**src/sv/tbm_ram.sv**
```systemverilog
// ============================================================================
// tbm_ram: generic simple dual-port RAM
// One write port and one read port; the read data is registered.
// ============================================================================
module tbm_ram #(
    parameter int WIDTH = 8,
    parameter int DEPTH = 256
) (
    input  logic                     i_clk,
    input  logic                     i_we,
    input  logic [$clog2(DEPTH)-1:0] i_waddr,
    input  logic [WIDTH-1:0]         i_wdata,
    input  logic                     i_re,
    input  logic [$clog2(DEPTH)-1:0] i_raddr,
    output logic [WIDTH-1:0]         o_rdata
);

    logic [WIDTH-1:0] r_mem [DEPTH];
    logic [WIDTH-1:0] r_rdata;

    // Write port.
    always_ff @(posedge i_clk) begin
        if (i_we) begin
            r_mem[i_waddr] <= i_wdata;
        end
    end

    // Registered read port.
    always_ff @(posedge i_clk) begin
        if (i_re) begin
            r_rdata <= r_mem[i_raddr];
        end
    end

    assign o_rdata = r_rdata;

endmodule

```
**config.mk**
```make
export PLATFORM = sky130hd
export DESIGN_NAME = tbm_ram
export DESIGN_NICKNAME = d
export VERILOG_FILES = /design/src/sv/tbm_ram.sv
export SDC_FILE = /design/constraint.sdc
export NUM_CORES = 2
export LEC_CHECK = 0
export BUFFER_PORTS_ARGS = -buffer_cell sky130_fd_sc_hd__buf_2
export CORE_MARGIN = 3
export CORE_UTILIZATION = 65
export DETAILED_ROUTE_END_ITERATION = 6
export PLACE_DENSITY = 0.82
export REMOVE_ABC_BUFFERS = 1
export SLEW_MARGIN = 20
export SYNTH_ARGS = -nofsm -noshare
export SYNTH_HDL_FRONTEND = slang
export SYNTH_SLANG_ARGS = --single-unit
```
**constraint.sdc**
```tcl
create_clock -name i_clk -period 4.6 [get_ports i_clk]
set_input_delay 0.23 -clock i_clk [delete_from_list [all_inputs] [get_ports i_clk]]
set_output_delay 0.23 -clock i_clk [all_outputs]
set_load 0.01 [all_outputs]
```
After elaboration in Yosys (flattened, before gate mapping)
Memory sizes are Yosys's and may differ from the RTL's. A register that Yosys moved wholly into a read port is not among the register bits. Index checks and enable logic that the tools add are counted.

Flip-flop bits (word level): 0. Memory bits (writable): 2048. Input port bits: 27. Logic and storage cells: 3. Memories kept: 1.

Memory list: r_mem (words 256, bits a word 8, read ports 1, clocked after Yosys merged registers in 1, wr ports 1, RTL line 18) `logic [WIDTH-1:0] r_mem [DEPTH];`.

Mux-type cells: 2.

Operator list (count): 2-to-1 mux 1 bit (2).

Depth between registers and ports, before layout
Word-level depth: 2. Mapped depth: 11.

Worst setup path after synthesis
Ideal clock, no wire load.

Path kind: input to register. Start point: in i_raddr[0]. End point: reg r_rdata[2], in the netlist o_rdata[2], read port of r_mem (data pin). Library setup time: 269 ps. Data arrival time: 2037 ps. Path slack: 2294 ps. Stages on the path: 9. Path buffers: 4. Path through: buf_6 -> buf_12 -> buf_8 -> buf_2 -> mux4_2 -> a22oi_1 -> a21oi_1 -> nor4_1 -> nor4_2.

RTL lines: start: declaration (RTL line 14) `input logic [$clog2(DEPTH)-1:0] i_raddr,`; end: declaration (RTL line 19) `logic [WIDTH-1:0] r_rdata;`.

==> metrics.cfg <==
[global_route]
grt_use_met1 = 0.459
grt_pass1_wl_um = 306000
grt_busiest_layer = met2
use_met3 = 0.110
grt_max_degree = 168
grt_use_total = 0.342
antenna_found_initial = 12
grt-ovfl-total = 0
use_met2 = 0.517
grt_pass1_vias = 42100

[logic_synthesis]
netlist_area_mm2 = 0.0796
ys_ff_latch = 2056
syn_area_per_cell_um2 = 21.3
synthArstFlopShare = 0
synth_cell_types = 54
synth_edf_count = 2056
synth_seq_area_share = 0.775
synth.top_cell.area_share = 0.775
synth_flop_cell = edfxtp_1
yosys_warnings = 0
yosysMostFrequentCell = edfxtp_1
synthCells = 3733
synth_common_cells = 2056 x edfxtp_1, 454 x mux4_2, 282 x nor2_1
synthTopCellsByArea = edfxtp_1 78%, mux4_2 13%, mux2i_1 1.7%
yosysTopAreaCell = edfxtp_1

[finish]
multiInputGateArea_mm2 = 0.0165
nNetsFinal = 3882
ff_latch_area_mm2 = 0.0617
nFillCells = 6160
syn_to_final_growth_pct = 10.3
stdcell_count = 5638
drive_gt1_frac = 0.224

[critical_path]
ff2ff_path_depth = 6
r2r-end = o_rdata[3]$_DFFE_PP_
r2r_start = r_mem[27][3]$_DFFE_PP_
ff2ff_setup_slack_ns = 1.52
path_class = primary input to flip-flop
crit_end = o_rdata[6]$_DFFE_PP_
crit_fanout = 88
cp-startpoint = i_raddr[1]
required_ns = 5.14
cp-end-kind = flip-flop
critPathArrivalTime_ns = 3.68
start_kind = primary input

[clock_tree]
cts_num_sinks = 2056
cts_tree = done
path_clk_slew_ns = 0.06
cts_buffer_depth = 3
numCtsBuffers = 190
htree_levels = 4
post_cts_buffers = 0
root_buffer = clkbuf_16
clock_latency_ns = 0.82

[detailed_routing]
wl_per_cell_um = 37.6
drtPass1Iterations = 7
vias_per_cell = 7.50
drc = 0
wl_um = 212000
drtIter0Drc = 7024
vias = 42300
ant_nets = 0

[placement]
dp.cells = 5270
hpwl_um = 116000
io_buffers = 34
dp_worst_setup_slack_ns = 0.777
place.gp.congestion = 0.920

[sta]
period_needed_ns = 3.14
rsz0062_at_grt = no
max_freq_mhz = 318
maxSlewViolCount = 0
fin_crit_sh = 0.683
hold_ws_ns = 0.153
skew_ns = 0.0327
hold_violations = 0
worstMarginPinSlew_ns = 1.20
finalSetupTns_ns = 0
setup_viol = 0
slew_headroom = 0.201
worst_slack_ns = 1.46

[power]
pwr-share-clk = 0.404
internal_power_uw = 29800
powerDensity_mw_per_mm2 = 433
swShare = 0.216
p_leak_uw = 0.0271
p_seq_frac = 0.545
p_switching_uw = 8210
power_frac_comb = 0.051
ir_drop_mv = 0.361
finalPower_uw = 38000

[min_path]
hp-class = primary input to flip-flop

[floorplan]
initial_utilization = 0.659
die-area_mm2 = 0.127
fp.coreArea_mm2 = 0.121
die_h_um = 356
io_pins = 35
die_w_um = 356
rows = 127

[run]
maxCapViolCount = 0

[status]
status = complete, no violations

cell type report:
| class | count | share of cell area |
|---|---|---|
| Clock inverter | 118 | 0.0112 |
| Antenna cell | 12 | 0.000342 |
| Inverter | 2 | 0.0000855 |
| Sequential cell | 2056 | 0.703 |
| Tap cell | 1612 | 0.0230 |
| Timing Repair Buffer | 163 | 0.0174 |
| Multi-Input combinational cell | 1442 | 0.188 |
| Clock buffer | 233 | 0.0570 |
flip-flops by register name, indices dropped and copies added (netlist names):
name,flops
o_rdata,8
r_mem,2048
metrics by stage:
stage	util	instance area, µm²
5_1_grt	0.727	87800
3_5_place_dp	0.676	81700
3_3_place_gp	0.676	81700
4_1_cts	0.726	87700
6_report	0.727	87800
2_1_floorplan	-	78200
cells in the final DEF, fill, tap and decap left out, types with 10 or more instances in the layout:
cell type,n
clkinv_2,40
buf_2,23
clkinv_1,50
nor3_1,22
edfxtp_1,2056
nand4_1,10
a221oi_1,13
nor2b_1,28
o21ai_0,10
buf_4,105
o211ai_1,10
bufinv_16,13
buf_12,20
mux4_2,454
clkbuf_1,39
nand2_1,33
clkbuf_16,194
nand3_1,34
o22ai_1,28
nor4_1,23
a211oi_1,16
a21oi_1,95
mux2i_1,134
o221ai_1,46
diode_2,12
nor2_1,278
a22oi_1,133
critical path, stage by stage:
cell	delay (ns)
buf_8	0.56
or2b_1	0.46
buf_4	0.39
o221ai_1	0.29
o22ai_1	0.56
o32ai_2	0.15
nor3_1	0.71
nor4_2	0.13
per-layer routing:
layer	share of wire	wire length, µm	up-vias
li1	-	-	15900
met1	0.33	69400	21300
met2	0.47	98800	4162
met3	0.15	31200	821
met4	0.060	12600	12
met5	0.00039	82	-
logic make-up after synthesis:
kind of cell | count (synthesis) | synth area share
and+or+nand+nor | 466 | 0.0263
muxes | 591 | 0.146
DFF | 2056 | 0.775
AOI/OAI and AO/OA | 385 | 0.0342
buffers and inverters | 235 | 0.0183
worst min path at each step:
| stage | startpoint | end | slack [ns] | cells past startpoint |
|---|---|---|---|---|
| detailed placement | i_re | o_rdata[7]$_DFFE_PP_ | 0.61 | 1 |
| finish | i_wdata[3] | r_mem[132][3]$_DFFE_PP_ | 0.15 | 1 |
| global route | i_wdata[3] | r_mem[134][3]$_DFFE_PP_ | 0.20 | 1 |
| CTS | i_waddr[2] | r_mem[157][3]$_DFFE_PP_ | 0.15 | 3 |
| floorplan | i_wdata[0] | r_mem[0][0]$_DFFE_PP_ | 0.33 | 0 |
| global placement | i_re | o_rdata[7]$_DFFE_PP_ | 0.61 | 1 |
power by group through the flow:
stage	Combinational [µW]	Clock [µW]	Sequential, µW
2_1_floorplan	725	0	21100
3_3_place_gp	1750	0	21100
3_5_place_dp	1800	0	21100
4_1_cts	1860	15400	20700
5_1_grt	1980	16100	20700
6_report	1920	15400	20700
timing repair:
item / 4_1_cts / 5_1_grt
endpoints found under the hold margin: 8 / 127
setup endpoints to repair: 0 / 0
hold buffers: 1 / 2
gates resized for setup: 0 / 0
Note: power is estimated with default switching activity, not from simulation.
