===== config.mk =====
export PLATFORM = sky130hd
export DESIGN_NAME = tbm_decode
export DESIGN_NICKNAME = d
export VERILOG_FILES = /design/src/sv/tbm_pkg.sv /design/src/sv/tbm_decode.sv
export SDC_FILE = /design/constraint.sdc
export NUM_CORES = 1
export LEC_CHECK = 0
export BUFFER_PORTS_ARGS = -buffer_cell sky130_fd_sc_hd__buf_2
export CAP_MARGIN = 30
export CORE_AREA = 2 2 98 100
export DETAILED_ROUTE_END_ITERATION = 8
export DIE_AREA = 0 0 100 102
export GPL_TIMING_DRIVEN = 0
export PLACE_DENSITY_LB_ADDON = 0.08
export SLEW_MARGIN = 20
export SYNTH_ARGS = -nofsm -noshare
export SYNTH_HDL_FRONTEND = slang
export SYNTH_SLANG_ARGS = --single-unit

===== constraint.sdc =====
create_clock -name vclk -period 3.6
set_input_delay 0.72 -clock vclk [all_inputs]
set_output_delay 0.72 -clock vclk [all_outputs]
set_load 0.02 [all_outputs]

===== src/sv/tbm_pkg.sv =====
// ============================================================================
// tbm_pkg: shared types and constants for the texture transparency mask
// Holds the map geometry, field widths, item and decode structures, and the
// codes for item kinds, pixel formats, register indexes and sequencer states.
// ============================================================================
package tbm_pkg;

    // Largest image the map is sized for.
    localparam int MAX_WIDTH   = 1024;
    localparam int MAX_HEIGHT  = 1024;

    // Map geometry: one bit per pixel, a row padded to whole bytes.
    localparam int BPR_MAX     = (MAX_WIDTH + 7) / 8;
    localparam int STORE_DEPTH = BPR_MAX * MAX_HEIGHT;
    localparam int ADDR_W      = $clog2(STORE_DEPTH);
    localparam int BPR_W       = $clog2(BPR_MAX + 1);

    // Field widths of the item and configuration words.
    localparam int FUNC_W   = 2;
    localparam int BLK_W    = 8;
    localparam int WORD_W   = 64;
    localparam int COORD_W  = 10;
    localparam int ALPHA_W  = 8;
    localparam int DIM_W    = 11;
    localparam int FMT_W    = 2;
    localparam int CMP_W    = 16;
    localparam int XB_W     = COORD_W - 3;
    localparam int PROD_W   = COORD_W + BPR_W;
    localparam int ROWS_W   = 3;
    localparam int MASKS_W  = 32;

    // Stream and configuration port widths.
    localparam int CFG_IDX_W  = 2;
    localparam int CFG_DATA_W = DIM_W;
    localparam int S_FIELDS_W = 2 * BLK_W + 2 * WORD_W + 2 * COORD_W + ALPHA_W;
    localparam int S_TDATA_W  = ((S_FIELDS_W + 7) / 8) * 8;
    localparam int M_TDATA_W  = 8;

    // Reset values of the dimension registers.
    localparam logic [DIM_W-1:0] WIDTH_RST  = DIM_W'(1024);
    localparam logic [DIM_W-1:0] HEIGHT_RST = DIM_W'(1024);

    // Item kinds; code 3 has no meaning and is rejected.
    typedef enum logic [FUNC_W-1:0] {
        FN_BLOCK = 2'd0,
        FN_PIXEL = 2'd1,
        FN_QUERY = 2'd2
    } t_func;

    // Pixel formats.
    typedef enum logic [FMT_W-1:0] {
        FMT_RAW   = 2'd0,
        FMT_DXT1A = 2'd1,
        FMT_DXT3  = 2'd2,
        FMT_DXT1  = 2'd3
    } t_fmt;

    // Configuration register indexes.
    typedef enum logic [CFG_IDX_W-1:0] {
        CFG_FORMAT = 2'd0,
        CFG_WIDTH  = 2'd1,
        CFG_HEIGHT = 2'd2
    } t_cfg_idx;

    // Sequencer states.
    typedef enum logic [2:0] {
        ST_CLEAR,
        ST_IDLE,
        ST_CALC,
        ST_RMW,
        ST_DONE
    } t_state;

    // One captured input word.
    typedef struct packed {
        logic [FUNC_W-1:0]  func;
        logic [BLK_W-1:0]   block_col;
        logic [BLK_W-1:0]   block_row;
        logic [WORD_W-1:0]  color_word;
        logic [WORD_W-1:0]  alpha_word;
        logic [COORD_W-1:0] pixel_x;
        logic [COORD_W-1:0] pixel_y;
        logic [ALPHA_W-1:0] pixel_alpha;
    } t_item;

    // What the sequencer needs to know about one item.
    typedef struct packed {
        logic               err;
        logic               query;
        logic [ROWS_W-1:0]  rows;
        logic [MASKS_W-1:0] masks;
        logic [COORD_W-1:0] y;
        logic [XB_W-1:0]    xbyte;
        logic [2:0]         bitsel;
    } t_dec;

    // Requests to the mask memory.
    typedef struct packed {
        logic              we;
        logic [ADDR_W-1:0] waddr;
        logic [7:0]        wdata;
        logic              re;
        logic [ADDR_W-1:0] raddr;
    } t_ram_req;

endpackage


===== src/sv/tbm_decode.sv =====
// ============================================================================
// tbm_decode: item check and per-row mark masks
// Checks a captured word against the geometry and format, and works out the
// row origin, byte column and the bits to set in each affected map row.
// ============================================================================
module tbm_decode (
    input  tbm_pkg::t_item             i_item,
    input  tbm_pkg::t_fmt              i_fmt,
    input  logic [tbm_pkg::DIM_W-1:0]  i_width,
    input  logic [tbm_pkg::DIM_W-1:0]  i_height,
    output tbm_pkg::t_dec              o_dec
);

    logic                         geom_ok;
    logic                         pix_in;
    logic                         blk_in;
    logic                         c_le;
    logic [tbm_pkg::DIM_W-1:0]    x_end;
    logic [tbm_pkg::DIM_W-1:0]    y_end;
    logic [3:0]                   nib;
    logic [7:0]                   pix_mask;
    logic [tbm_pkg::MASKS_W-1:0]  blk_masks;

    // Geometry registers within the map's bounds.
    assign geom_ok = (i_width != '0) && (i_height != '0) &&
                     (tbm_pkg::CMP_W'(i_width)  <= tbm_pkg::CMP_W'(tbm_pkg::MAX_WIDTH)) &&
                     (tbm_pkg::CMP_W'(i_height) <= tbm_pkg::CMP_W'(tbm_pkg::MAX_HEIGHT));

    // Pixel inside the image.
    assign pix_in = ({1'b0, i_item.pixel_x} < i_width) &&
                    ({1'b0, i_item.pixel_y} < i_height);

    // Whole 4x4 block inside the image.
    assign x_end  = {1'b0, i_item.block_col, 2'b00} + tbm_pkg::DIM_W'(4);
    assign y_end  = {1'b0, i_item.block_row, 2'b00} + tbm_pkg::DIM_W'(4);
    assign blk_in = (x_end <= i_width) && (y_end <= i_height);

    assign c_le = i_item.color_word[15:0] <= i_item.color_word[31:16];

    // Block marks, one nibble per block row, placed in the byte half that
    // the block column selects.
    always_comb begin
        blk_masks = '0;
        nib       = '0;
        for (int j = 0; j < 4; j++) begin
            for (int i = 0; i < 4; i++) begin
                unique case (i_fmt)
                    tbm_pkg::FMT_DXT1A: nib[i] =
                        (i_item.color_word[32 + 2 * (4 * j + i) +: 2] == 2'h3) && c_le;
                    tbm_pkg::FMT_DXT3:  nib[i] =
                        (i_item.alpha_word[4 * (4 * j + i) +: 4] == 4'h0);
                    tbm_pkg::FMT_RAW,
                    tbm_pkg::FMT_DXT1:  nib[i] = 1'b0;
                endcase
            end
            blk_masks[8 * j +: 8] = i_item.block_col[0] ? {nib, 4'b0000} : {4'b0000, nib};
        end
    end

    // Pixel write marks only a fully transparent pixel.
    assign pix_mask = (i_item.pixel_alpha == '0) ? (8'd1 << i_item.pixel_x[2:0]) : 8'd0;

    // Result per item kind.
    always_comb begin
        o_dec        = '0;
        o_dec.err    = 1'b1;
        o_dec.rows   = tbm_pkg::ROWS_W'(1);
        o_dec.y      = i_item.pixel_y;
        o_dec.xbyte  = i_item.pixel_x[tbm_pkg::COORD_W-1:3];
        o_dec.bitsel = i_item.pixel_x[2:0];
        unique case (i_item.func)
            tbm_pkg::FN_BLOCK: begin
                o_dec.err   = !(geom_ok && blk_in && (i_fmt != tbm_pkg::FMT_RAW));
                o_dec.rows  = tbm_pkg::ROWS_W'(4);
                o_dec.y     = {i_item.block_row, 2'b00};
                o_dec.xbyte = i_item.block_col[tbm_pkg::BLK_W-1:1];
                o_dec.masks = blk_masks;
            end
            tbm_pkg::FN_PIXEL: begin
                o_dec.err   = !(geom_ok && pix_in && (i_fmt == tbm_pkg::FMT_RAW));
                o_dec.masks = {24'd0, pix_mask};
            end
            tbm_pkg::FN_QUERY: begin
                o_dec.err   = !(geom_ok && pix_in);
                o_dec.query = 1'b1;
            end
            default: begin
                o_dec.err   = 1'b1;
            end
        endcase
    end

endmodule


**Word level (Yosys, flattened, before mapping)**

Index checks and enable logic that the tools add are counted.

- Memories kept: 0
- Bits in latches: 0
- ROM bits: 0
- Register bits: 0
- Output and inout port bits: 57
- Bits of input ports: 198
- Logic and storage cells: 108
- RAM bits: 0

- Bitwise logic cells: 0
- Magnitude comparators: 7
- Div/mod/pow operators: 0
- Multipliers: 0
- Multiplexer cells: 26
- Shifts and indexed selects: 1
- $add $sub $neg: 2
- Reductions and logical operators: 51
- Equality and inequality tests: 21

Operator list:

| kind | count |
|---|---|
| 4-bit logical NOT | 16 |
| 32-bit one-hot mux with 2 select lines | 1 |
| 1-bit one-hot mux with 3 select lines | 17 |
| 8-bit 2-to-1 mux | 5 |
| 2-bit equality test (second input constant) | 19 |
| 1-bit logical AND | 25 |
| 10-bit by 3-bit adder with 11-bit output (second input constant) | 2 |
| 11-bit less-or-equal comparator | 2 |
| 11-bit less-or-equal comparator (second input constant) | 2 |
| 10-bit by 11-bit < comparator with 1-bit output | 2 |
| 11-bit nonzero test | 2 |
| 17-bit 2-to-1 mux | 1 |
| 16-bit less-or-equal comparator | 1 |
| 8-bit logical NOT | 1 |
| 1-bit by 3-bit << shifter with 8-bit output (first input constant) | 1 |
| 2-bit by 1-bit equality test with 1-bit output (second input constant) | 2 |
| 2-bit logical NOT | 2 |
| 1-bit logical NOT | 3 |
| 3-bit 2-to-1 mux | 1 |
| 2-bit nonzero test | 1 |
| 2-bit OR reduction | 1 |
| 1-bit 2-to-1 mux | 1 |

**Depth between registers and ports, before layout**

- Depth in word-level cells: 8
- Mapped depth: 11
- Depth with buffers taken out: 11

**Worst setup path after synthesis**

No wires, ideal clock.

- Path kind: input to output
- Start point: input port i_item[164] in the netlist's numbering
- End point: output port o_dec[56] in the netlist's numbering
- Data arrival time: 2450 ps
- Cell stages on the path: 11
- Data required time: 2880 ps
- Setup slack: 430 ps
- Buffers on the path: 0
- Cell sequence: ha_1 nand3_1 nor2_1 xor2_1 ha_1 and4_1 nand3_1 nor4_1 a31oi_1 a21oi_1 o211ai_1

RTL lines:

| what | RTL line | RTL |
|---|---|---|
| from (decl) | tbm_decode.sv:7 | `input tbm_pkg::t_item i_item,` |
| to (decl) | tbm_decode.sv:11 | `output tbm_pkg::t_dec o_dec` |

==> qor.yml <==
status: "complete, no violations"
final_hold_viol_count: 0
syn_inst: 370
ys_types: 44
path_delay_family: "compound AO/OA/AOI/OAI gates"
antennaDiodeCount: 0
final_util: 0.4383
dpl.hpwl_um: 9944
grt_max_degree: 11
layout_min_cycle_time_ns: 3.471
worst_hold_path_type: "in -> out"
finalMaxSlewViolations: 0
detailroute.via_count: 3668
routed_wirelength_um: 11180
setup.worst_path.end_class: "output pin"
design.seq.count: 0
crit_chain: "buf_2, ha_4, nand3_2, xnor2_1, ha_1, and3_1, a22o_1, o21ai_0, a31oi_1, a21oi_1, o211ai_1, buf_2"
sequential_cell_area_um2: 0
postPlaceCellArea_mm2: 0.003938
synth_area_leader_cell: "sky130_fd_sc_hd__ha_1"
grt_pass1_vias: 3461
syn_nets: 622
final_min_period_over_clock_period: 0.9642
path_buf_inv: 2
drt-wirelength-per-cell_um: 15.21
yosysWarnings: 0
synth.top_cells.by_area: "sky130_fd_sc_hd__ha_1 (27%), sky130_fd_sc_hd__nand3_1 (6.3%), sky130_fd_sc_hd__inv_1 (5.9%)"
power.ir.vdd_worst_mv: 0.04519
gp_congestion: 0.8330
finish.instance_area_mm2: 0.003993
syn-mean-instance-area_um2: 6.831
powerDensity_mw_per_mm2: 103.0
overflow: 0
clkbuf_count: 0
layout-drive-gt1-share: 0.4856
track_usage: 0.1998
path_common_cell: "sky130_fd_sc_hd__buf_2"
number_of_routed_nets_with_antenna_violations: 0
nNetsFinal: 878
worst_path_max_delay_cell: "sky130_fd_sc_hd__ha_1"
post_drt_via_cell_ratio: 4.990
io_pins: 255
antenna_violations_before_repair: 0
crit_path_max_fanout: 4
synth_top_cell_area_share: 0.2673
drv.max_cap_violation_count: 0
die_area_mm2: 0.01020
drc_errors: 0
cts_post_setup_buffers_inserted: 0
buffer_ports.inserted: 254
floorplan.initialDensity: 0.2775
maxSlewHeadroom: 0.5843
setup_viol: 0
timing_worst_slew_pin_value_ns: 0.6212
drt_pass1_iterations: 4
global_route_wire_length_before_repair_um: 16730
portion_of_the_post_synthesis_area_used_by_sequential_elements: 0
coreArea_mm2: 0.009109
critical_path_class: "in -> out"
pre_cts_ws_ns: -0.1084
critPathLaunchType: "input port"
final.setup.tns_ns: 0
final.setup.worst_slack_ns: 0.1288
syn_area_mm2: 0.002527
leakagePower_nw: 2.202
critical_path.max_stage_delay_ns: 0.29
fin_hold_ws_ns: 1.732
row_count: 35
die_w_um: 100
critPathRequiredTime_ns: 2.88
fmax_mhz: 288.1
die_height_um: 102
final_common_cell: "sky130_fd_sc_hd__buf_2"
fillers: 986
layout_common_cells: "sky130_fd_sc_hd__buf_2 (257), sky130_fd_sc_hd__ha_1 (53), sky130_fd_sc_hd__inv_1 (40)"
areaGrowthSynthToFinish_pct: 57.97
worst_ep_arrival_time_ns: 2.75
initial_drc_count: 90
## logic make-up (layout without fill, tap and decap cells)
| logic type | after synthesis | in the layout | synth area share |
|---|---|---|---|
| other | 1 | 1 | 0.001484 |
| buffers and inverters | 56 | 310 | 0.09703 |
| adders and majority gates | 54 | 54 | 0.2673 |
| AOI/OAI and AO/OA | 84 | 84 | 0.2178 |
| xor gates and xnor gates | 14 | 14 | 0.04851 |
| muxes | 13 | 13 | 0.05792 |
| and+or+nand+nor | 148 | 148 | 0.3099 |
## power breakdown
part	switching, mW	internal [mW]	total (mW)
Combinational	0.216	0.196	0.411
Sequential	0	0	0
Clock	0	0	0
## cells in the mapped netlist (2+ instances only)
library cell	instances
sky130_fd_sc_hd__nor2_1	15
sky130_fd_sc_hd__a32oi_1	2
sky130_fd_sc_hd__a21o_1	7
sky130_fd_sc_hd__xor2_1	4
sky130_fd_sc_hd__o221ai_1	5
sky130_fd_sc_hd__inv_1	40
sky130_fd_sc_hd__o21ai_0	10
sky130_fd_sc_hd__buf_6	2
sky130_fd_sc_hd__and3_1	4
sky130_fd_sc_hd__a211oi_1	3
sky130_fd_sc_hd__or2_2	6
sky130_fd_sc_hd__mux2_2	13
sky130_fd_sc_hd__buf_4	4
sky130_fd_sc_hd__o211ai_1	2
sky130_fd_sc_hd__nor4_1	23
sky130_fd_sc_hd__xnor2_1	10
sky130_fd_sc_hd__nand4_1	11
sky130_fd_sc_hd__nor2b_1	8
sky130_fd_sc_hd__and4_1	4
sky130_fd_sc_hd__nand3_1	32
sky130_fd_sc_hd__a21oi_1	21
sky130_fd_sc_hd__o21ai_2	2
sky130_fd_sc_hd__nor3_2	2
sky130_fd_sc_hd__buf_2	4
sky130_fd_sc_hd__ha_1	54
sky130_fd_sc_hd__and2_1	2
sky130_fd_sc_hd__nand2_1	37
sky130_fd_sc_hd__o31ai_1	2
sky130_fd_sc_hd__o22ai_1	22
sky130_fd_sc_hd__clkbuf_1	5
## metrics by stage
stage / std cells / power [mW]
2_1_floorplan: 370 / 0.2139
3_3_place_gp: 735 / 0.3989
3_5_place_dp: 735 / 0.4045
4_1_cts: 735 / 0.4110
5_1_grt: 735 / 0.4634
6_report: 735 / 0.4113
## layout make-up
| class | instances | area, µm² | share of cell area |
|---|---|---|---|
| inverters | 41 | 153.9 | 0.03855 |
| repair buffers | 254 | 1274 | 0.3190 |
| plain buffers | 15 | 91.34 | 0.02288 |
| well taps | 111 | 138.9 | 0.03479 |
| multi-input cells | 314 | 2335 | 0.5848 |
## metal layers
metal / GRT usage / vias up / share of wire
met2: 0.3857 / 147 / 0.52
met5: 0 / - / 0
met4: 0.01159 / 0 / 0.0073
met1: 0.2549 / 1622 / 0.41
met3: 0.01368 / 4 / 0.059
li1: - / 1895 / -
## final timing paths
path                    start         to  slack [ns]  cells after the start
setup / recovery  i_item[165]  o_dec[56]        0.13                     12
hold / removal    i_item[172]  o_dec[55]        1.73                      3
## tightest hold or removal path: cells and delay by family
kind / cells / cell delay (ns)
buffers and inverters: 2 / 0.24
AND/OR/NAND/NOR: 1 / 0.05
## timing repair
item                                    in CTS  in global routing
endpoints found under the setup margin       1                  1
resized for setup                            7                  5
hold buffers                                 0                  0
pin swaps                                    5                  3
No activity file was read; power rests on OpenSTA's default activity.
