File: src/sv/tbm_pkg.sv
// ============================================================================
// tbm_pkg: shared types and constants for the texture transparency mask
// Holds the map geometry, field widths, item and decode structures, and the
// codes for item kinds, pixel formats, register indexes and sequencer states.
// ============================================================================
package tbm_pkg;

    // Largest image the map is sized for.
    localparam int MAX_WIDTH   = 1024;
    localparam int MAX_HEIGHT  = 1024;

    // Map geometry: one bit per pixel, a row padded to whole bytes.
    localparam int BPR_MAX     = (MAX_WIDTH + 7) / 8;
    localparam int STORE_DEPTH = BPR_MAX * MAX_HEIGHT;
    localparam int ADDR_W      = $clog2(STORE_DEPTH);
    localparam int BPR_W       = $clog2(BPR_MAX + 1);

    // Field widths of the item and configuration words.
    localparam int FUNC_W   = 2;
    localparam int BLK_W    = 8;
    localparam int WORD_W   = 64;
    localparam int COORD_W  = 10;
    localparam int ALPHA_W  = 8;
    localparam int DIM_W    = 11;
    localparam int FMT_W    = 2;
    localparam int CMP_W    = 16;
    localparam int XB_W     = COORD_W - 3;
    localparam int PROD_W   = COORD_W + BPR_W;
    localparam int ROWS_W   = 3;
    localparam int MASKS_W  = 32;

    // Stream and configuration port widths.
    localparam int CFG_IDX_W  = 2;
    localparam int CFG_DATA_W = DIM_W;
    localparam int S_FIELDS_W = 2 * BLK_W + 2 * WORD_W + 2 * COORD_W + ALPHA_W;
    localparam int S_TDATA_W  = ((S_FIELDS_W + 7) / 8) * 8;
    localparam int M_TDATA_W  = 8;

    // Reset values of the dimension registers.
    localparam logic [DIM_W-1:0] WIDTH_RST  = DIM_W'(1024);
    localparam logic [DIM_W-1:0] HEIGHT_RST = DIM_W'(1024);

    // Item kinds; code 3 has no meaning and is rejected.
    typedef enum logic [FUNC_W-1:0] {
        FN_BLOCK = 2'd0,
        FN_PIXEL = 2'd1,
        FN_QUERY = 2'd2
    } t_func;

    // Pixel formats.
    typedef enum logic [FMT_W-1:0] {
        FMT_RAW   = 2'd0,
        FMT_DXT1A = 2'd1,
        FMT_DXT3  = 2'd2,
        FMT_DXT1  = 2'd3
    } t_fmt;

    // Configuration register indexes.
    typedef enum logic [CFG_IDX_W-1:0] {
        CFG_FORMAT = 2'd0,
        CFG_WIDTH  = 2'd1,
        CFG_HEIGHT = 2'd2
    } t_cfg_idx;

    // Sequencer states.
    typedef enum logic [2:0] {
        ST_CLEAR,
        ST_IDLE,
        ST_CALC,
        ST_RMW,
        ST_DONE
    } t_state;

    // One captured input word.
    typedef struct packed {
        logic [FUNC_W-1:0]  func;
        logic [BLK_W-1:0]   block_col;
        logic [BLK_W-1:0]   block_row;
        logic [WORD_W-1:0]  color_word;
        logic [WORD_W-1:0]  alpha_word;
        logic [COORD_W-1:0] pixel_x;
        logic [COORD_W-1:0] pixel_y;
        logic [ALPHA_W-1:0] pixel_alpha;
    } t_item;

    // What the sequencer needs to know about one item.
    typedef struct packed {
        logic               err;
        logic               query;
        logic [ROWS_W-1:0]  rows;
        logic [MASKS_W-1:0] masks;
        logic [COORD_W-1:0] y;
        logic [XB_W-1:0]    xbyte;
        logic [2:0]         bitsel;
    } t_dec;

    // Requests to the mask memory.
    typedef struct packed {
        logic              we;
        logic [ADDR_W-1:0] waddr;
        logic [7:0]        wdata;
        logic              re;
        logic [ADDR_W-1:0] raddr;
    } t_ram_req;

endpackage

File: src/sv/tbm_ctrl.sv
// ============================================================================
// tbm_ctrl: mask memory sequencer
// Clears the map after reset, then runs each item as a pipelined
// read-modify-write over its map rows and holds the result in an output
// register until it is taken.
// ============================================================================
module tbm_ctrl (
    input  logic                       i_clk,
    input  logic                       i_rst_n,
    input  logic                       i_item_valid,
    output logic                       o_item_ready,
    input  tbm_pkg::t_dec              i_dec,
    input  logic [tbm_pkg::BPR_W-1:0]  i_bpr,
    output tbm_pkg::t_ram_req          o_ram,
    input  logic [7:0]                 i_ram_rdata,
    output logic                       o_res_valid,
    input  logic                       i_res_ready,
    output logic                       o_res_bit,
    output logic                       o_res_err
);

    tbm_pkg::t_state                r_state, n_state;
    logic [tbm_pkg::ADDR_W-1:0]     r_clr_addr, n_clr_addr;
    logic [tbm_pkg::ADDR_W-1:0]     r_addr, n_addr;
    logic [tbm_pkg::ADDR_W-1:0]     r_waddr, n_waddr;
    logic [tbm_pkg::ROWS_W-1:0]     r_cnt, n_cnt;
    logic [tbm_pkg::ROWS_W-1:0]     r_rows, n_rows;
    logic [tbm_pkg::MASKS_W-1:0]    r_masks, n_masks;
    logic                           r_query, n_query;
    logic                           r_err, n_err;
    logic                           r_bit, n_bit;
    logic [2:0]                     r_bitsel, n_bitsel;
    logic                           r_out_valid, n_out_valid;
    logic                           r_out_bit, n_out_bit;
    logic                           r_out_err, n_out_err;
    logic [tbm_pkg::PROD_W-1:0]     row_base;

    // Start address of the first row: row times bytes per row plus column.
    assign row_base = tbm_pkg::PROD_W'(i_dec.y) * tbm_pkg::PROD_W'(i_bpr) +
                      tbm_pkg::PROD_W'(i_dec.xbyte);

    // Control state.
    always_ff @(posedge i_clk) begin
        if (!i_rst_n) begin
            r_state     <= tbm_pkg::ST_CLEAR;
            r_clr_addr  <= '0;
            r_out_valid <= 1'b0;
        end else begin
            r_state     <= n_state;
            r_clr_addr  <= n_clr_addr;
            r_out_valid <= n_out_valid;
        end
    end

    // Working registers of the current item.
    always_ff @(posedge i_clk) begin
        r_addr    <= n_addr;
        r_waddr   <= n_waddr;
        r_cnt     <= n_cnt;
        r_rows    <= n_rows;
        r_masks   <= n_masks;
        r_query   <= n_query;
        r_err     <= n_err;
        r_bit     <= n_bit;
        r_bitsel  <= n_bitsel;
        r_out_bit <= n_out_bit;
        r_out_err <= n_out_err;
    end

    // Sequencer: next state, memory requests and result loading.
    always_comb begin
        n_state      = r_state;
        n_clr_addr   = r_clr_addr;
        n_addr       = r_addr;
        n_waddr      = r_waddr;
        n_cnt        = r_cnt;
        n_rows       = r_rows;
        n_masks      = r_masks;
        n_query      = r_query;
        n_err        = r_err;
        n_bit        = r_bit;
        n_bitsel     = r_bitsel;
        n_out_bit    = r_out_bit;
        n_out_err    = r_out_err;
        n_out_valid  = r_out_valid && !i_res_ready;
        o_item_ready = 1'b0;
        o_ram        = '0;

        unique case (r_state)
            tbm_pkg::ST_CLEAR: begin
                o_ram.we    = 1'b1;
                o_ram.waddr = r_clr_addr;
                o_ram.wdata = 8'd0;
                n_clr_addr  = r_clr_addr + tbm_pkg::ADDR_W'(1);
                if (r_clr_addr == tbm_pkg::ADDR_W'(tbm_pkg::STORE_DEPTH - 1)) begin
                    n_state = tbm_pkg::ST_IDLE;
                end
            end
            tbm_pkg::ST_IDLE: begin
                o_item_ready = 1'b1;
                if (i_item_valid) begin
                    n_state = tbm_pkg::ST_CALC;
                end
            end
            tbm_pkg::ST_CALC: begin
                n_addr   = tbm_pkg::ADDR_W'(row_base);
                n_rows   = i_dec.rows;
                n_masks  = i_dec.masks;
                n_query  = i_dec.query;
                n_err    = i_dec.err;
                n_bitsel = i_dec.bitsel;
                n_bit    = 1'b0;
                n_cnt    = '0;
                n_state  = i_dec.err ? tbm_pkg::ST_DONE : tbm_pkg::ST_RMW;
            end
            tbm_pkg::ST_RMW: begin
                // Read the next row while the previous one is written back.
                if (r_cnt < r_rows) begin
                    o_ram.re    = 1'b1;
                    o_ram.raddr = r_addr;
                    n_addr      = r_addr + tbm_pkg::ADDR_W'(i_bpr);
                    n_waddr     = r_addr;
                end
                if (r_cnt != '0) begin
                    if (r_query) begin
                        n_bit = i_ram_rdata[r_bitsel];
                    end else begin
                        o_ram.we    = 1'b1;
                        o_ram.waddr = r_waddr;
                        o_ram.wdata = i_ram_rdata | r_masks[7:0];
                        n_masks     = r_masks >> 8;
                    end
                end
                n_cnt = r_cnt + tbm_pkg::ROWS_W'(1);
                if (r_cnt == r_rows) begin
                    n_state = tbm_pkg::ST_DONE;
                end
            end
            tbm_pkg::ST_DONE: begin
                if (!r_out_valid || i_res_ready) begin
                    n_out_valid = 1'b1;
                    n_out_bit   = r_bit && !r_err;
                    n_out_err   = r_err;
                    n_state     = tbm_pkg::ST_IDLE;
                end
            end
            default: begin
                n_state = tbm_pkg::ST_IDLE;
            end
        endcase
    end

    assign o_res_valid = r_out_valid;
    assign o_res_bit   = r_out_bit;
    assign o_res_err   = r_out_err;

    // A write-back never lands on the row being read in the same cycle.
    a_no_rw_collide: assert property (@(posedge i_clk) disable iff (!i_rst_n)
        (o_ram.we && o_ram.re) |-> (o_ram.waddr != o_ram.raddr))
        else $error("mask memory read and write hit the same byte");

    // The clearing pass writes zeros and holds off input.
    a_clear_pass: assert property (@(posedge i_clk) disable iff (!i_rst_n)
        (r_state == tbm_pkg::ST_CLEAR) |-> (o_ram.we && (o_ram.wdata == 8'd0) && !o_item_ready))
        else $error("clearing pass misbehaves");

    // A query only reads the map.
    a_query_ro: assert property (@(posedge i_clk) disable iff (!i_rst_n)
        ((r_state == tbm_pkg::ST_RMW) && r_query) |-> !o_ram.we)
        else $error("query wrote the mask memory");

    // The row counter never passes the row count of the item.
    a_cnt_bound: assert property (@(posedge i_clk) disable iff (!i_rst_n)
        (r_state == tbm_pkg::ST_RMW) |-> (r_cnt <= r_rows))
        else $error("row counter overran");

endmodule

File: config.mk
export PLATFORM = sky130hd
export DESIGN_NAME = tbm_ctrl
export DESIGN_NICKNAME = d
export VERILOG_FILES = /design/src/sv/tbm_pkg.sv /design/src/sv/tbm_ctrl.sv
export SDC_FILE = /design/constraint.sdc
export NUM_CORES = 1
export LEC_CHECK = 0
export CORE_MARGIN = 2
export CORE_UTILIZATION = 59
export DETAILED_ROUTE_END_ITERATION = 10
export DONT_BUFFER_PORTS = 1
export PLACE_DENSITY = 0.78
export SYNTH_ARGS = -nofsm -noshare
export SYNTH_HDL_FRONTEND = slang
export SYNTH_SLANG_ARGS = --single-unit
File: constraint.sdc
create_clock -name i_clk -period 4.81 [get_ports i_clk]
set_input_delay 0.962 -clock i_clk [delete_from_list [all_inputs] [get_ports i_clk]]
set_output_delay 0.962 -clock i_clk [all_outputs]
set_load 0.02 [all_outputs]
# Word level (Yosys, flattened, before mapping)
# Index checks and enable logic that the tools add are counted.
# totals
register_bits	101
in_bits	77
# classes
addsub	4
mul	1
magnitude_cmp	2
n_eq_ne	14
mux	25
n_bitwise	1
n_reduce_logical	15
# op_table
op	count
32-bit 2-to-1 mux	2
32-bit case mux with 2 select lines	1
26-bit 2-to-1 mux	2
26-bit case mux with 2 select lines	1
18-bit 2-to-1 mux	2
17-bit case mux with 2 select lines	1
17-bit by 1-bit adder with 17-bit output, second input constant	1
17-bit by 7-bit adder with 17-bit output	1
17-bit by 8-bit adder with 17-bit output	1
17-bit equality test, second input constant	1
10-bit by 8-bit multiplier with 17-bit output	1
17-bit 2-to-1 mux	1
2-bit != test, second input constant	8
3-bit 2-to-1 mux	5
3-bit case mux with 5 select lines	1
8-bit OR	1
3-bit by 2-bit equality test with 1-bit output, second input constant	2
1-bit 2-to-1 mux	6
3-bit case mux with 2 select lines	1
2-bit AND reduction	3
3-bit AND reduction	2
3-bit by 4-bit less-than comparator with 1-bit output, second input constant	1
4-bit AND reduction	1
3-bit by 1-bit adder with 3-bit output, second input constant	1
other kinds (12)	15

# Longest topological paths before layout
# Gate-level depths: netlist of run 1.
# logic_depth
depth_word	5
mapped_depth	18
mapped_depth_nobuf	17

# Least setup slack after synthesis of run 1
# Ideal clock, no wire load.
# synth_timing
kind	input to register
start	input port i_bpr[7] (netlist bit)
end	register r_addr[14] (netlist bit) (data pin)
arrival_ps	4757
slack_ps	-214
cell_stages	16
path_buffers	1
cell_sequence	clkbuf_1 nand2_1 fa_1 fa_1 inv_1 fa_1 inv_1 fa_1 inv_1 ha_1 and2_1 o211ai_1 o21ai_2 o31ai_1 xor2_1 mux2i_1
# synth_between
elab_chain_len	3
word_cells_on_any_way	5
cone_classes	add/sub: 2; mul: 1; mux: 2
# synth_lines
element	line	rtl
from (decl)	tbm_ctrl.sv:13	input logic [tbm_pkg::BPR_W-1:0] i_bpr,
10-bit by 8-bit multiplier with 17-bit output or 17-bit by 8-bit adder with 17-bit output (tied branches)	tbm_ctrl.sv:39, tbm_ctrl.sv:121	
17-bit by 7-bit adder with 17-bit output or 17-bit 2-to-1 mux (tied branches)	tbm_ctrl.sv:39, tbm_ctrl.sv:118	
17-bit case mux with 2 select lines *	tbm_ctrl.sv:89	unique case (r_state)
net n_addr, one bit	tbm_ctrl.sv:24	logic [tbm_pkg::ADDR_W-1:0] r_addr, n_addr;
to (signal assigned)	tbm_ctrl.sv:57	r_addr <= n_addr;
to (decl)	tbm_ctrl.sv:24	
# Mark *: on every way through the listed nets, which the timed path passes. The rest lies on a longest branch. The select of a mux whose other input is x is not followed.
# A chain may end at the register's enable or synchronous reset.

# Final worst setup path of run 1
# layout_timing
start	input port i_dec[11] (netlist bit)
end	register r_addr[12] (netlist bit) (data pin)
# layout_between
elab_chain_len	3
# layout_lines
element	line	rtl
from (decl)	tbm_ctrl.sv:12	input tbm_pkg::t_dec i_dec,
10-bit by 8-bit multiplier with 17-bit output	tbm_ctrl.sv:39	assign row_base = tbm_pkg::PROD_W'(i_dec.y) * tbm_pkg::PROD_W'(i_bpr) +
17-bit by 7-bit adder with 17-bit output	tbm_ctrl.sv:39	
17-bit case mux with 2 select lines	tbm_ctrl.sv:89	
net n_addr, one bit	tbm_ctrl.sv:24	
# The timed path passes the listed nets, and every way through them passes these cells.

==> qor.csv, run 1 <==
metric,value,unit
Lkg Pwr,0.00352,µW
period utilization,93.8,%
"Slew Viols, Final",0,
Mapped Area,0.00778,mm²
drt drc,0,
Die ar.,0.0141,mm²
Clock Latency Late Sink,340,ps
final setup violation count,0,
Post-Route WL,15700,µm
core region area,0.0128,mm²
Power Dens Cells,384,mW/mm²
"EDFF count, synth",80,
final std cells w/o fill,915,
CTS Buffer Depth,2,
Fin. Hold Viols,0,
post-synthesis cell count,738,
syn_area_per_cell,10.5,µm²
CP max stage delay,560,ps
dpl ws,-78.4,ps
sequential share of the synthesized area,36.3,%
Vias per Instance,5.61,
RePlAce Congestion,0.861,
Crit Path Max Fanout,8,
number of global-route vias before repair,5401,
crit-path most repeated cell,fa_1,
status,"finished, final reports clean",
Worst Path Buf+Inv,2,
Final Skew,6.99,ps
Crit. End Element,flop,
Vias,5135,
CP startpoint kind,input port,
Post-DP HPWL,12300,µm
Max-slew headroom,32.5,%
crit-path leading delay family,adder cells,
fillers,946,
Die Y,119,µm
Crit-path slowest cell,fa_1,
CP cell instances,and2_1 > fa_1 > fa_1 > inv_1 > fa_1 > fa_1 > inv_1 > ha_1 > o21ai_0 > or2_1 > o21ai_2 > nor2_1 > xor2_1 > mux2i_1,
initial antenna violation count,1,
Synth cell types,55,
arrival time of the worst setup path,4570,ps
Port Buf Inserts,0,
reg2reg start,r_cnt[1],
critical path type,input port to flop,
Pwr Total,3200,µW
Synth Flop Type,edfxtp_1,
pin count of the biggest net entering global routing,62,
synth warn,0,
IO Pins,125,
hold-fix buffers at CTS,0,
final net count,924,
"commonest cells after routing, fill and taps aside","inv_1 (101), and2_1 (80), edfxtp_1 (80)",
synthesis-stage register bit count,101,
Mapped Nets,924,
CTS tree,built,
Total Routing Usage GR,23.2,%
dpl cells,899,
post-route ant nets,0,
first-pass detailed-route iteration total,5,
Root Driver,clkbuf_16,
# rows,41,
worst vdd ir,0.000229,V
ANT cells,0,
Max Cap Viol,0,
post-synthesis async set-or-reset flop share,0,%
"Area growth, synth to finish",7.15,%
unrepaired setup endpoints after global routing,false,
min-delay worst type,flop to flop,
Final WS setup,299,ps
cts repair resizes,0,
"most common cell after layout, fill and taps aside",inv_1,
chip width,119,µm
drt wl/cell,17.1,µm
total gr overflow,0,
Initial Util,60.9,%
Worst EP required,4870,ps
min-delay src,r_err,
initial drt markers,410,
Slew @ Worst Pin,1010,ps
CTS sink cnt,101,
clk slew on worst S/H paths,70,ps
H-tree levels,3,
share of layout cells above drive strength 1,9.83,%
minimum clock period,4510,ps
setup bufs post-CTS,0,
Critical Path Start,i_dec[11],
first-pass GRT wire length,26200,µm
clock buffers created by TritonCTS,9,
Max Freq,222,MHz
power by group:
group / internal [µW] / leakage [µW] / total [µW] / switching [µW]
Combinational: 706 / 0.00248 / 1470 / 767
Sequential: 1000 / 0.000897 / 1000 / 2.49
Clock: 409 / 0.000143 / 728 / 319
Total: 2120 / 0.00352 / 3200 / 1090
cell type report:
class,instances,area (µm²),area share (%)
Inverter,101,379,4.55
Clock inverter,7,80.1,0.960
Sequential cell,101,2820,33.8
Timing Repair Buffer,9,67.6,0.810
Clock buffer,9,225,2.70
Tap cell,172,215,2.58
Multi-Input combinational cell,516,4550,54.6
metal layers:
metal  wire (µm)  track usage, %  vias to the layer above
met4         346            8.26                        0
met2        7920            40.3                      129
met1        6770            29.5                     2506
met5           0               0                        -
met3         636            3.69                       29
li1            -               -                     2471
metrics by stage:
stage	setup TNS (ps)	utilization (%)	area, µm²	hold WS (ps)
floorplan	-12.3	-	7850	427
global placement	-3.06	62.9	8040	436
detailed placement	-273	62.9	8040	468
CTS	0	65.3	8340	485
global route	0	65.3	8340	488
finish	0	65.3	8340	483
worst register-to-register path, cell delays in order, from the launching register on:
cell      delay (ps)
edfxtp_1         430
ha_1             330
nor2b_1          130
o21a_1           190
nor3_4           620
or2_2            510
sequential cells by signal, summed over array words and instances (netlist names):
name         cells
o_res_bit        1
o_res_err        1
o_res_valid      1
r_addr          17
r_bit            1
r_bitsel         3
r_clr_addr      17
r_cnt            3
r_err            1
r_masks         32
r_query          1
r_rows           3
r_state          3
r_waddr         17
cell usage after synthesis, drive strengths merged, types with 2 or more instances:
master	count	share of area [%]
inv	101	4.9
and2	80	6.4
edfxtp	80	31
fa	55	14
nand2	55	2.7
ha	54	8.7
nor2	37	1.8
mux2	25	3.6
o21ai	25	1.7
xnor2	25	2.8
a21oi	23	1.5
dfxtp	21	5.4
xor2	18	2.0
a22o	17	1.9
nand3	14	0.96
buf	12	0.84
o21a	11	1.1
mux2i	9	1.2
clkbuf	8	0.39
nand2b	8	0.64
nor3	8	0.95
nand4	6	0.48
nor2b	6	0.48
and3	5	0.40
a211oi	3	0.35
a21o	3	0.29
o211ai	3	0.35
o21bai	3	0.29
o31ai	3	0.35
or3	3	0.31
a2111oi	2	0.23
and4	2	0.23
mux4	2	0.58
or2	2	0.16
final timing paths:
path / end / slack [ps] / depth (start not counted)
worst min-delay path: o_res_err / 480 / 0
worst min register to register: o_res_err / 480 / 0
worst max register to register: r_addr[8] / 2260 / 5
worst max-delay path: r_addr[12] / 300 / 14
cells by family after synthesis:
logic type,share of synthesized area (%)
simple gates,15.9
buf+inv,6.09
fa+ha+maj,22.8
flops,36.3
compound gates,8.76
xor+xnor,4.84
mux,5.35
Power figures use the tool's default switching activity.
==> run 2: changes to the inputs <==
--- a/config.mk
+++ b/config.mk
@@ -9,6 +9,7 @@
 export CORE_UTILIZATION = 59
 export DETAILED_ROUTE_END_ITERATION = 10
 export DONT_BUFFER_PORTS = 1
+export MAX_ROUTING_LAYER = met4
 export PLACE_DENSITY = 0.78
 export SYNTH_ARGS = -nofsm -noshare
 export SYNTH_HDL_FRONTEND = slang
==> qor.csv, run 2 (synthesized netlist as in run 1, its figures left out) <==
metric,value,unit,change
Post-DP HPWL,12300,µm,unchanged
arrival time of the worst setup path,4570,ps,about the same
Reg power frac,31.3,%,about the same
multi-input combinational cell area,0.00455,mm²,unchanged
core region area,0.0128,mm²,unchanged
Vias,5142,,was 5135
Net Sw Power,1090,µW,about the same
"Area growth, synth to finish",7.19,%,was 7.15%
drt wl/cell,17.2,µm,was 17.1 µm
Root Driver,clkbuf_16,,unchanged
final setup violation count,0,,unchanged
min-delay worst type,flop to flop,,unchanged
clk slew on worst S/H paths,70,ps,about the same
Fin. Hold Viols,0,,unchanged
status,"finished, final reports clean",,unchanged
Max Freq,222,MHz,about the same
Worst Path Buf+Inv,2,,unchanged
initial antenna violation count,1,,unchanged
Power Dens Cells,384,mW/mm²,about the same
hold-fix buffers at CTS,0,,unchanged
"commonest cells after routing, fill and taps aside","inv_1 (101), and2_1 (80), edfxtp_1 (80)",,unchanged
largest register by flop count,r_masks,,unchanged
chip width,119,µm,unchanged
post-route ant nets,0,,unchanged
minimum clock period,4510,ps,about the same
Lkg Pwr,0.00352,µW,about the same
pin count of the biggest net entering global routing,62,,unchanged
Worst EP required,4870,ps,about the same
Total Routing Usage GR,24.0,%,was 23.2%
combinational share of power,46.0,%,about the same
first-pass detailed-route iteration total,4,,was 5
Die ar.,0.0141,mm²,unchanged
share of layout cells above drive strength 1,9.83,%,unchanged
number of global-route vias before repair,5387,,was 5401
unrepaired setup endpoints after global routing,false,,unchanged
critical path type,input port to flop,,unchanged
FF/Latch Area,0.00282,mm²,unchanged
first-pass GRT wire length,26300,µm,was 26200 µm
Port Buf Inserts,0,,unchanged
clock buffers created by TritonCTS,9,,unchanged
setup bufs post-CTS,0,,unchanged
fillers,945,,was 946
Vias per Instance,5.61,,about the same
Final WS setup,296,ps,was 299 ps
Initial Util,60.9,%,unchanged
CP max stage delay,560,ps,about the same
Crit. End Element,flop,,unchanged
CP cell instances,and2_1 > fa_1 > fa_1 > inv_1 > fa_1 > fa_1 > inv_1 > ha_1 > o21ai_0 > or2_1 > o21ai_2 > nor2_1 > xor2_1 > mux2i_1,,unchanged
RePlAce Congestion,0.875,,was 0.861
Crit-path slowest cell,fa_1,,unchanged
H-tree levels,3,,unchanged
dpl ws,-78.4,ps,unchanged
Pwr Total,3210,µW,was 3200 µW
"most common cell after layout, fill and taps aside",inv_1,,unchanged
cts repair resizes,0,,unchanged
drt drc,0,,unchanged
Clock Latency Late Sink,340,ps,about the same
clock power share,22.7,%,about the same
period utilization,93.8,%,about the same
# rows,41,,unchanged
total gr overflow,0,,unchanged
CTS Buffer Depth,2,,unchanged
Int Power,2120,µW,about the same
final std cells w/o fill,916,,was 915
CP startpoint kind,input port,,unchanged
Crit Path Max Fanout,8,,unchanged
worst vdd ir,0.000230,V,was 0.000229 V
initial drt markers,390,,was 410
CTS sink cnt,101,,unchanged
final net count,924,,unchanged
Slew @ Worst Pin,1010,ps,about the same
"Slew Viols, Final",0,,unchanged
Die Y,119,µm,unchanged
dpl cells,899,,unchanged
crit-path most repeated cell,fa_1,,unchanged
Max Cap Viol,0,,unchanged
"Core Util, Final",65.3,%,about the same
Max-slew headroom,32.9,%,was 32.5%
switching share of power,34.0,%,about the same
crit-path leading delay family,adder cells,,unchanged
Post-Route WL,15700,µm,about the same
max reg flops,32,,unchanged
IO Pins,125,,unchanged
Hold Worst Slack,484,ps,was 483 ps
CTS tree,built,,unchanged
Final Skew,6.63,ps,was 6.99 ps
run 2: cell count changes in the layout (fill, tap and decap cells not counted):
cell	delta
diode_2	+1
run 2: routing by layer:
metal / global-route usage (%) / part of all wire (%) / vias up
li1: - / - / 2473
met1: 29.6 / 43 / 2509
met2: 40.2 / 51 / 136
met3: 4.26 / 4.7 / 24
met4: 7.81 / 1.9 / 0
met5: - / 0 / -
run 2: worst paths after layout:
path / start / to / slack [ps] / cells past startpoint
setup / recovery: i_dec[11] / r_addr[12] / 300 / 14
hold / removal: r_err / o_res_err / 480 / 0
setup reg to reg: r_cnt[1] / r_addr[8] / 2260 / 5
hold reg to reg: r_err / o_res_err / 480 / 0
run 2: power groups by stage:
stage          logic [µW]  registers, µW  clock network, µW
2_1_floorplan        1130           1020                  0
3_3_place_gp         1400           1020                  0
3_5_place_dp         1460           1020                  0
4_1_cts              1470           1000                741
5_1_grt              1670           1000                779
6_report             1470           1000                728
run 2: stage by stage:
stage / instance area (µm²) / setup TNS [ps]
4_1_cts: 8340 / 0
3_3_place_gp: 8040 / -3.06
5_1_grt: 8340 / 0
2_1_floorplan: 7850 / -12.3
3_5_place_dp: 8040 / -273
6_report: 8340 / 0
run 2: worst reg2reg max path, cell delays in order, from the launching register on:
cell      delay, ps
edfxtp_1        430
ha_1            330
nor2b_1         130
o21a_1          190
nor3_4          620
or2_2           510
run 2: layout make-up:
class / instances / share of cell area (%)
sequential: 101 / 33.8
clock buffer: 9 / 2.70
multi-input combinational: 516 / 54.5
antenna: 1 / 0.0300
inverter: 101 / 4.54
tap: 172 / 2.58
timing repair buffer: 9 / 0.810
clock inverter: 7 / 0.960
